===== src/assert_macros.svh =====
// Assertion macros used by the top-level RTL file.
// Each macro is clocked on i_clk and disabled while i_rst_n is low.
`ifndef ASSERT_MACROS_SVH
`define ASSERT_MACROS_SVH

// Checks that an expression holds at every clock edge.
`define ASSERT_ALWAYS(lbl, expr) \
    lbl: assert property (@(posedge i_clk) disable iff (!i_rst_n) (expr)) \
        else $error("assertion failed");

// Checks that a consequent holds in the cycle after an antecedent.
`define ASSERT_NEXT(lbl, ante, cons) \
    lbl: assert property (@(posedge i_clk) disable iff (!i_rst_n) (ante) |=> (cons)) \
        else $error("assertion failed");

`endif


===== src/krke_pkg.sv =====
`timescale 1ns / 1ps

package krke_pkg;

    localparam int KEYS_DEF    = 4;
    localparam int INPUT_SLOTS = 4;
    localparam int KEY_W       = 16;
    localparam int COUNT_W     = 3;

    typedef struct packed {
        logic [COUNT_W-1:0] key_count;
        logic [KEY_W-1:0]   key_slot0;
        logic [KEY_W-1:0]   key_slot1;
        logic [KEY_W-1:0]   key_slot2;
        logic [KEY_W-1:0]   key_slot3;
    } t_key_report;

    typedef struct packed {
        logic             is_press;
        logic [KEY_W-1:0] event_key;
        logic             last_event;
    } t_key_event;

    typedef struct packed {
        logic load;
        logic calc;
        logic step;
        logic commit;
    } t_ctrl_cmd;

    typedef struct packed {
        logic present;
        logic mask_empty;
        logic out_free;
    } t_dp_status;

endpackage


===== src/krke_ctrl.sv =====
`timescale 1ns / 1ps

module krke_ctrl
    import krke_pkg::*;
(
    input  logic       i_clk,
    input  logic       i_rst_n,
    input  logic       i_in_valid,
    output logic       o_in_ready,
    input  t_dp_status i_status,
    output t_ctrl_cmd  o_cmd
);

    typedef enum logic [1:0] {
        S_IDLE,
        S_CALC,
        S_EMIT
    } t_state;

    t_state r_state;
    logic   r_in_ready;

    always_comb begin
        o_cmd.load   = (r_state == S_IDLE) && i_in_valid && i_status.present;
        o_cmd.calc   = (r_state == S_CALC);
        o_cmd.step   = (r_state == S_EMIT) && !i_status.mask_empty && i_status.out_free;
        o_cmd.commit = (r_state == S_EMIT) && i_status.mask_empty;
    end

    always_ff @(posedge i_clk) begin
        if (!i_rst_n) begin
            r_state    <= S_IDLE;
            r_in_ready <= 1'b1;
        end else begin
            unique case (r_state)
                S_IDLE: begin
                    if (o_cmd.load) begin
                        r_state    <= S_CALC;
                        r_in_ready <= 1'b0;
                    end
                end
                S_CALC: begin
                    r_state <= S_EMIT;
                end
                S_EMIT: begin
                    if (o_cmd.commit) begin
                        r_state    <= S_IDLE;
                        r_in_ready <= 1'b1;
                    end
                end
                default: begin
                    r_state    <= S_IDLE;
                    r_in_ready <= 1'b1;
                end
            endcase
        end
    end

    assign o_in_ready = r_in_ready;

endmodule


===== src/krke_dp.sv =====
`timescale 1ns / 1ps

module krke_dp
    import krke_pkg::*;
#(
    parameter int KEYS = KEYS_DEF
) (
    input  logic        i_clk,
    input  logic        i_rst_n,
    input  logic        i_cfg_we,
    input  logic        i_cfg_wdata,
    input  t_key_report i_in_data,
    input  logic        i_out_ready,
    output logic        o_out_valid,
    output t_key_event  o_out_data,
    input  t_ctrl_cmd   i_cmd,
    output t_dp_status  o_status
);

    localparam int SLOTS  = (KEYS > INPUT_SLOTS) ? KEYS : INPUT_SLOTS;
    localparam int MASK_W = 2 * KEYS;

    logic              r_present;
    logic [KEY_W-1:0]  r_fresh [KEYS];
    logic [KEY_W-1:0]  r_prev  [KEYS];
    logic [MASK_W-1:0] r_mask;
    logic              r_out_valid;
    t_key_event        r_out;

    logic [KEY_W-1:0]  w_slot  [SLOTS];
    logic [KEY_W-1:0]  n_fresh [KEYS];
    logic [MASK_W-1:0] n_mask;
    logic [MASK_W-1:0] w_low;
    t_key_event        w_event;
    logic              w_out_free;

    always_comb begin
        for (int i = 0; i < SLOTS; i++) begin
            w_slot[i] = '0;
        end
        w_slot[0] = i_in_data.key_slot0;
        w_slot[1] = i_in_data.key_slot1;
        w_slot[2] = i_in_data.key_slot2;
        w_slot[3] = i_in_data.key_slot3;
        for (int i = 0; i < KEYS; i++) begin
            n_fresh[i] = (i < int'(i_in_data.key_count)) ? w_slot[i] : '0;
        end
    end

    // Slots past the count are stored as zero, so every compare can span all slots.
    always_comb begin
        logic hit_r;
        logic hit_p;
        n_mask = '0;
        for (int i = 0; i < KEYS; i++) begin
            hit_r = 1'b0;
            hit_p = 1'b0;
            for (int j = 0; j < KEYS; j++) begin
                hit_r = hit_r | (r_fresh[j] == r_prev[i]);
                hit_p = hit_p | (r_prev[j] == r_fresh[i]);
            end
            n_mask[i]      = (r_prev[i] != '0) && !hit_r;
            n_mask[KEYS+i] = (r_fresh[i] != '0) && !hit_p;
        end
    end

    always_comb begin
        w_low = r_mask & (~r_mask + MASK_W'(1));
        w_event.is_press   = 1'b0;
        w_event.event_key  = '0;
        w_event.last_event = ((r_mask & ~w_low) == '0);
        for (int j = 0; j < KEYS; j++) begin
            if (w_low[j]) begin
                w_event.event_key = r_prev[j];
            end
            if (w_low[KEYS+j]) begin
                w_event.event_key = r_fresh[j];
                w_event.is_press  = 1'b1;
            end
        end
    end

    assign w_out_free = !r_out_valid || i_out_ready;

    always_ff @(posedge i_clk) begin
        if (!i_rst_n) begin
            r_present   <= 1'b0;
            r_out_valid <= 1'b0;
            r_mask      <= '0;
            for (int i = 0; i < KEYS; i++) begin
                r_prev[i] <= '0;
            end
        end else begin
            if (i_cfg_we) begin
                r_present <= i_cfg_wdata;
            end
            if (i_cmd.calc) begin
                r_mask <= n_mask;
            end else if (i_cmd.step) begin
                r_mask <= r_mask & ~w_low;
            end
            if (i_cmd.commit) begin
                for (int i = 0; i < KEYS; i++) begin
                    r_prev[i] <= r_fresh[i];
                end
            end
            if (i_cmd.step) begin
                r_out_valid <= 1'b1;
            end else if (i_out_ready) begin
                r_out_valid <= 1'b0;
            end
        end
    end

    always_ff @(posedge i_clk) begin
        if (i_cmd.load) begin
            for (int i = 0; i < KEYS; i++) begin
                r_fresh[i] <= n_fresh[i];
            end
        end
        if (i_cmd.step) begin
            r_out <= w_event;
        end
    end

    assign o_status.present    = r_present;
    assign o_status.mask_empty = (r_mask == '0);
    assign o_status.out_free   = w_out_free;
    assign o_out_valid         = r_out_valid;
    assign o_out_data          = r_out;

endmodule


===== src/key_report_to_key_events_top.sv =====
`timescale 1ns / 1ps
// Turns keyboard reports into key press and release events.
// Input channel (i_in_valid, o_in_ready, i_in_data) takes one report per item.
// Output channel (o_out_valid, i_out_ready, o_out_data) gives one event per item;
// releases come first in old slot order, then presses in new slot order, and the
// final event of a report carries last_event.
// The one-bit configuration register is written through i_cfg_we and i_cfg_wdata.
// While it is 0, reports are accepted one per cycle and dropped without touching the state.
// While the receiver never stalls, the controller loads a report, compares it with the
// stored one, emits one event per cycle and stores the new report before it accepts the
// next one; a report gives at most 2 * KEYS events. The first event is written to the output
// register in the emit state, after the load and compare states. A report with no change yields no item.
// The output register holds an event while the receiver stalls, and the
// emit sequence pauses until it is taken.
// Synchronous reset clears the stored report, the register and the output valid, and sets the input ready.
module key_report_to_key_events_top
    import krke_pkg::*;
#(
    parameter int KEYS = KEYS_DEF
) (
    input  logic        i_clk,
    input  logic        i_rst_n,
    input  logic        i_cfg_we,
    input  logic        i_cfg_wdata,
    input  logic        i_in_valid,
    output logic        o_in_ready,
    input  t_key_report i_in_data,
    output logic        o_out_valid,
    input  logic        i_out_ready,
    output t_key_event  o_out_data
);

    t_ctrl_cmd  w_cmd;
    t_dp_status w_status;

    krke_ctrl u_ctrl (
        .i_clk      (i_clk),
        .i_rst_n    (i_rst_n),
        .i_in_valid (i_in_valid),
        .o_in_ready (o_in_ready),
        .i_status   (w_status),
        .o_cmd      (w_cmd)
    );

    krke_dp #(
        .KEYS (KEYS)
    ) u_dp (
        .i_clk       (i_clk),
        .i_rst_n     (i_rst_n),
        .i_cfg_we    (i_cfg_we),
        .i_cfg_wdata (i_cfg_wdata),
        .i_in_data   (i_in_data),
        .i_out_ready (i_out_ready),
        .o_out_valid (o_out_valid),
        .o_out_data  (o_out_data),
        .i_cmd       (w_cmd),
        .o_status    (w_status)
    );

`include "assert_macros.svh"

    `ASSERT_ALWAYS(a_ready_means_drained, !o_in_ready || w_status.mask_empty)
    `ASSERT_ALWAYS(a_step_has_room, !w_cmd.step || w_status.out_free)
    `ASSERT_NEXT(a_load_drops_ready, i_in_valid && o_in_ready && w_status.present, !o_in_ready)

endmodule


===== config.mk =====
export PLATFORM = sky130hd
export DESIGN_NAME = key_report_to_key_events_top
export DESIGN_NICKNAME = d
export VERILOG_FILES = /design/src/krke_pkg.sv /design/src/krke_ctrl.sv /design/src/krke_dp.sv /design/src/key_report_to_key_events_top.sv
export VERILOG_INCLUDE_DIRS = /design/src /design/src/src
export SDC_FILE = /design/constraint.sdc
export NUM_CORES = 1
export LEC_CHECK = 0
export BUFFER_PORTS_ARGS = -buffer_cell sky130_fd_sc_hd__buf_2
export CAP_MARGIN = 15
export CELL_PAD_IN_SITES_DETAIL_PLACEMENT = 0
export CELL_PAD_IN_SITES_GLOBAL_PLACEMENT = 1
export CORE_MARGIN = 2
export CORE_UTILIZATION = 48
export DETAILED_ROUTE_END_ITERATION = 8
export HOLD_SLACK_MARGIN = 0.08
export PLACE_DENSITY_LB_ADDON = 0.1
export REMOVE_ABC_BUFFERS = 1
export SYNTH_ARGS = -nofsm -noshare
export SYNTH_HDL_FRONTEND = slang
export SYNTH_SLANG_ARGS = --single-unit

===== constraint.sdc =====
create_clock -name i_clk -period 8.41 [get_ports i_clk]
set_input_delay 1.682 -clock i_clk [delete_from_list [all_inputs] [get_ports i_clk]]
set_output_delay 1.682 -clock i_clk [all_outputs]
set_load 0.02 [all_outputs]

# [After elaboration in Yosys (flattened, before gate mapping)]
# Memory sizes are Yosys's and may differ from the RTL's.
# Index checks and enable logic that the tools add are counted.
[word_totals] regBits=31 ramBits=128 inputBits=73 out_inout_bits=20 elab_cells=156 n_memories=2
[classes] add_sub_neg=1 n_lt_le_gt_ge=4 n_eq_ne=36 muxes=32 n_bitwise=33 reduce_logical=40
[mem_list] name="u_dp.r_fresh" words=4 word_bits=16 rd=4 rd_ports_with_merged_regs=0 write_ports=4 line_no="krke_dp.sv:24" rtl="logic [KEY_W-1:0] r_fresh [KEYS];"
[mem_list] name="u_dp.r_prev" words=4 word_bits=16 rd=4 rd_ports_with_merged_regs=0 write_ports=4 line_no="krke_dp.sv:25" rtl="logic [KEY_W-1:0] r_prev [KEYS];"
[ops] cell="$eq 16x16->1" count=32
[ops] cell="$mux 16" count=15
[ops] cell="$reduce_bool 16->1" count=8
[ops] cell="$or 1x1->1" count=28
[ops] cell="$mux 17" count=1
[ops] cell="$and 8x8->8" count=2
[ops] cell="$logic_not 8->1" count=2
[ops] cell="$mux 8" count=2
[ops] cell="$not 8->8" count=2
[ops] cell="$logic_and 1x1->1" count=13
[ops] cell="$logic_not 1->1" count=10
[ops] cell="$mux 1" count=10
[ops] cell="$add 8x1->8 const B" count=1
[ops] cell="$lt 1x3->1 const A" count=2
[ops] cell="$lt 2x3->1 const A" count=2
[ops] cell="$pmux 2 s3" count=1
[ops] cell="$mux 2" count=2
[ops] cell="$ne 2x1->1 const B" count=2
[ops] cell="$reduce_bool 2->1" count=2
[ops] cell="$pmux 1 s3" count=1
[ops] cell="$reduce_and 3->1" count=1
[ops] cell="$reduce_or 3->1" count=1
[ops] cell="$eq 2x1->1 const B" count=1
[ops] cell="$eq 2x2->1 const B" count=1
[ops] cell="other kinds (4)" count=4

# [Logic depth before layout (Yosys ltp)]
[logic_depth] depth_word=11 ltp_mapped=7 mapped_depth_nobuf=5

# [By module]
# From an unflattened synthesis, not the netlist that was laid out.
[unflattened] cells_unflattened=1046 hier_area_um2=10573.9
[by_module_without_submodules] mod="krke_dp" n_inst=1 cells_per_inst=1033 area_per_inst_um2=10431.3
[by_module_without_submodules] mod="krke_ctrl" n_inst=1 cells_per_inst=13 area_per_inst_um2=142.6

# [Least setup slack after synthesis]
# Ideal clock, no wire load.
[synth_timing] path_kind="in2reg" startpoint="input port i_in_valid" endpoint="register u_ctrl.r_in_ready (netlist: u_ctrl.o_in_ready)" setup_time_ns=0.347 arrival_ns=6.526 setup_slack_ns=1.537 cell_stages=3 path_buffers=0 path_cell_list="nand2_1 -> nor3_1 -> o21ai_0"
[synth_lines] element="from (decl)" line_no="key_report_to_key_events_top.sv:25" rtl="input logic i_in_valid,"
[synth_lines] element="to (signal assigned)" line_no="krke_ctrl.sv:33" rtl="r_in_ready <= 1'b1;"
[synth_lines] element="to (signal assigned)" line_no="krke_ctrl.sv:39" rtl="r_in_ready <= 1'b0;"
[synth_lines] element="to (signal assigned)" line_no="krke_ctrl.sv:48" rtl="r_in_ready <= 1'b1;"
[synth_lines] element="to (decl)" line_no="krke_ctrl.sv:21" rtl="logic r_in_ready;"

==> reports/results.ini <==
[status]
outcome = finished clean

[placed_design]
dp_slack_ns = 4.90
numPortBuffers = 92
dpl.hpwl_um = 26600
placed_area_um2 = 10800
gp_congestion = 0.983

[timing]
rsz0062_at_grt = no
tightest_slew_ns = 1.07
period_minus_slack_ns = 3.24
finalHoldViolations = 0
relSlewSlack_pct = 28.6
fin_ws_ns = 5.17
timing.hold.ws_ns = 0.496
max_freq_mhz = 309
slew_violations = 0
tns_ns = 0
period_share_pct = 38.5
setup_viol = 0
fin_worst_skew_ns = 0.0121

[critical_path]
critPathRequiredTime_ns = 8.56
end_kind = flip-flop
arrival_ns = 3.39
path_class = flip-flop to flip-flop
start_kind = flip-flop
crit_fanout = 27

[synthesis]
synth_area_leaders = edfxtp_1 (42%), xor2_1 (20%), nor4_1 (6.1%)
yosysSeqAreaShare_pct = 44.2
synth_top_area_share_pct = 41.7
yosys_warnings = 0
netlist_area_um2 = 10500
ys_ff_latch = 159
synthArstFlopShare_pct = 0
yosys_most_used_dff = edfxtp_1
synth_edf_count = 146
synth.avg_cell_area_um2 = 9.74
ys_types = 45
syn_inst = 1079
yosys.area.top_type = edfxtp_1

[floorplanning]
die_y_um = 152
start_util_pct = 48.5
die_x_um = 152
rows = 54
dieArea_um2 = 23100
ioPinCount = 93
core_area_um2 = 21700

[power_and_ir_drop]
ir_worst_vdd_mv = 0.131
powerDensity_nw_per_um2 = 177
leakage_nw = 4.43
finalPower_mw = 2.03

[cts]
clk_pin_slew_worst_paths_ns = 0.07
post_cts_resized = 0
cts_setup_buffers = 0
numCtsBuffers = 17
cts_sinks = 159
clock_latency_ns = 0.44
htree_levels = 4
cts_tree = done
cts_hold_buf = 0
clk_root_buffer_cell = clkbuf_16
cts_buffer_depth = 2

[layout]
layout.nets = 1112
drive_gt1_share_pct = 14.4
syn_to_final_growth_pct = 9.44
finalInstanceArea_um2 = 11500
fillCellCount = 1990
seq_area_um2 = 4640
diodes = 0
multi_input_area_um2 = 5250

[detailed_routing]
firstDrtPassIters = 5
drc_errors = 0
drt-vias-per-instance = 6.37
post_drt_wl_per_cell_um = 28.8
drt_iter0_drc = 1012
antenna_left = 0
route.final.wire_length_um = 38400
vias = 8484

[global_routing]
grt_use_met1_pct = 45.0
grt_first_pass_wirelength_um = 55800
track_usage_pct = 33.2
grt_util_met3_pct = 7.87
grt-busiest-layer = met2
grt_max_degree = 65
grtUsageMet2_pct = 51.0
overflow = 0
antenna_found_initial = 0
grt_pass1_vias = 8154

[hold_path]
min_path_type = flip-flop to flip-flop

[run]
drv_cap = 0

[path summary, 6_finish.rpt]
kind	startpoint	endpoint	slack, ns	cells after the start
worst max-delay path	u_dp.r_mask[1]	u_dp.o_out_data[8]	5.17	6
worst min-delay path	u_dp.r_present	u_ctrl.r_state[0]	0.50	2
worst max register to register	u_dp.r_mask[1]	u_dp.o_out_data[8]	5.17	6
worst min register to register	u_dp.r_present	u_ctrl.r_state[0]	0.50	2
[cells in the mapped netlist, drive strengths merged (12+ instances only)]
cell type and n:
and2 76, buf 24, clkbuf 142, dfxtp 13
edfxtp 146, nand2 39, nand4 32, nor2 37
nor2b 51, nor3 12, nor4 104, o21ai 24
o22ai 19, xnor2 16, xor2 240
[logic make-up after synthesis]
logic type	count (synthesis)	share of synthesized area [%]
XOR/XNOR	256	21.3
multiplexers	1	0.0952
AND/OR/NAND/NOR	375	20.7
AO/OA/AOI/OAI	111	7.22
buffers and inverters	175	6.33
flip-flops	159	44.2
adder cells (fa/ha/maj)	2	0.190
[critical path, stage by stage, from the launching register on]
cell	delay (ns)
dfxtp_1	0.96
nor4_4	0.09
buf_4	0.28
nand3_1	0.77
nand2_1	0.08
a2111oi_0	0.61
nor4_1	0.14
[cell usage in the layout (no fill, tap or decap), drive strengths merged, types with 4 or more instances in the layout]
cell type / synthesis / layout
nand3: 10 / 10
nor2: 37 / 37
edfxtp: 146 / 146
a211oi: 5 / 5
o21ai: 24 / 24
a32oi: 11 / 11
a21oi: 9 / 9
o22ai: 19 / 19
nand2: 39 / 39
xor2: 240 / 240
nand4: 32 / 32
and2: 76 / 76
bufinv: 0 / 4
inv: 9 / 16
buf: 24 / 107
a31oi: 10 / 10
clkbuf: 142 / 17
dfxtp: 13 / 13
a2111oi: 11 / 11
a22oi: 11 / 11
nand2b: 6 / 6
xnor2: 16 / 16
nor3: 12 / 12
nor4: 104 / 104
nor2b: 51 / 51
[layer usage]
layer	up-vias	share of wire, %
li1	3681	-
met1	4117	41
met2	543	44
met3	143	9.3
met4	0	4.9
met5	-	0
[report_power, final]
group	internal (mW)	switching, mW
clock	0.509	0.359
sequential	0.893	0.0882
combinational	0.0824	0.0998
total	1.48	0.547
[registers in the layout, summed over array words and instances (netlist names)]
register	cells
u_dp.r_prev	64
u_ctrl.r_state	2
u_dp.o_out_valid	1
u_dp.r_fresh	64
u_dp.r_mask	8
u_ctrl.o_in_ready	1
u_dp.o_out_data	18
u_dp.r_present	1
[stage by stage]
| stage | std cells | utilization, % |
|---|---|---|
| floorplan | 913 | - |
| global placement | 1297 | 49.9 |
| detailed placement | 1297 | 49.9 |
| CTS | 1328 | 52.9 |
| global route | 1331 | 53.1 |
| finish | 1331 | 53.1 |
[final cells by class]
type | count | area share [%]
multi-input combinational | 745 | 45.6
sequential | 159 | 40.4
timing repair buffer | 107 | 5.05
clock buffer | 17 | 3.70
tap | 280 | 3.04
clock inverter | 14 | 1.92
inverter | 9 | 0.294
(Power assumes the default switching activity.)
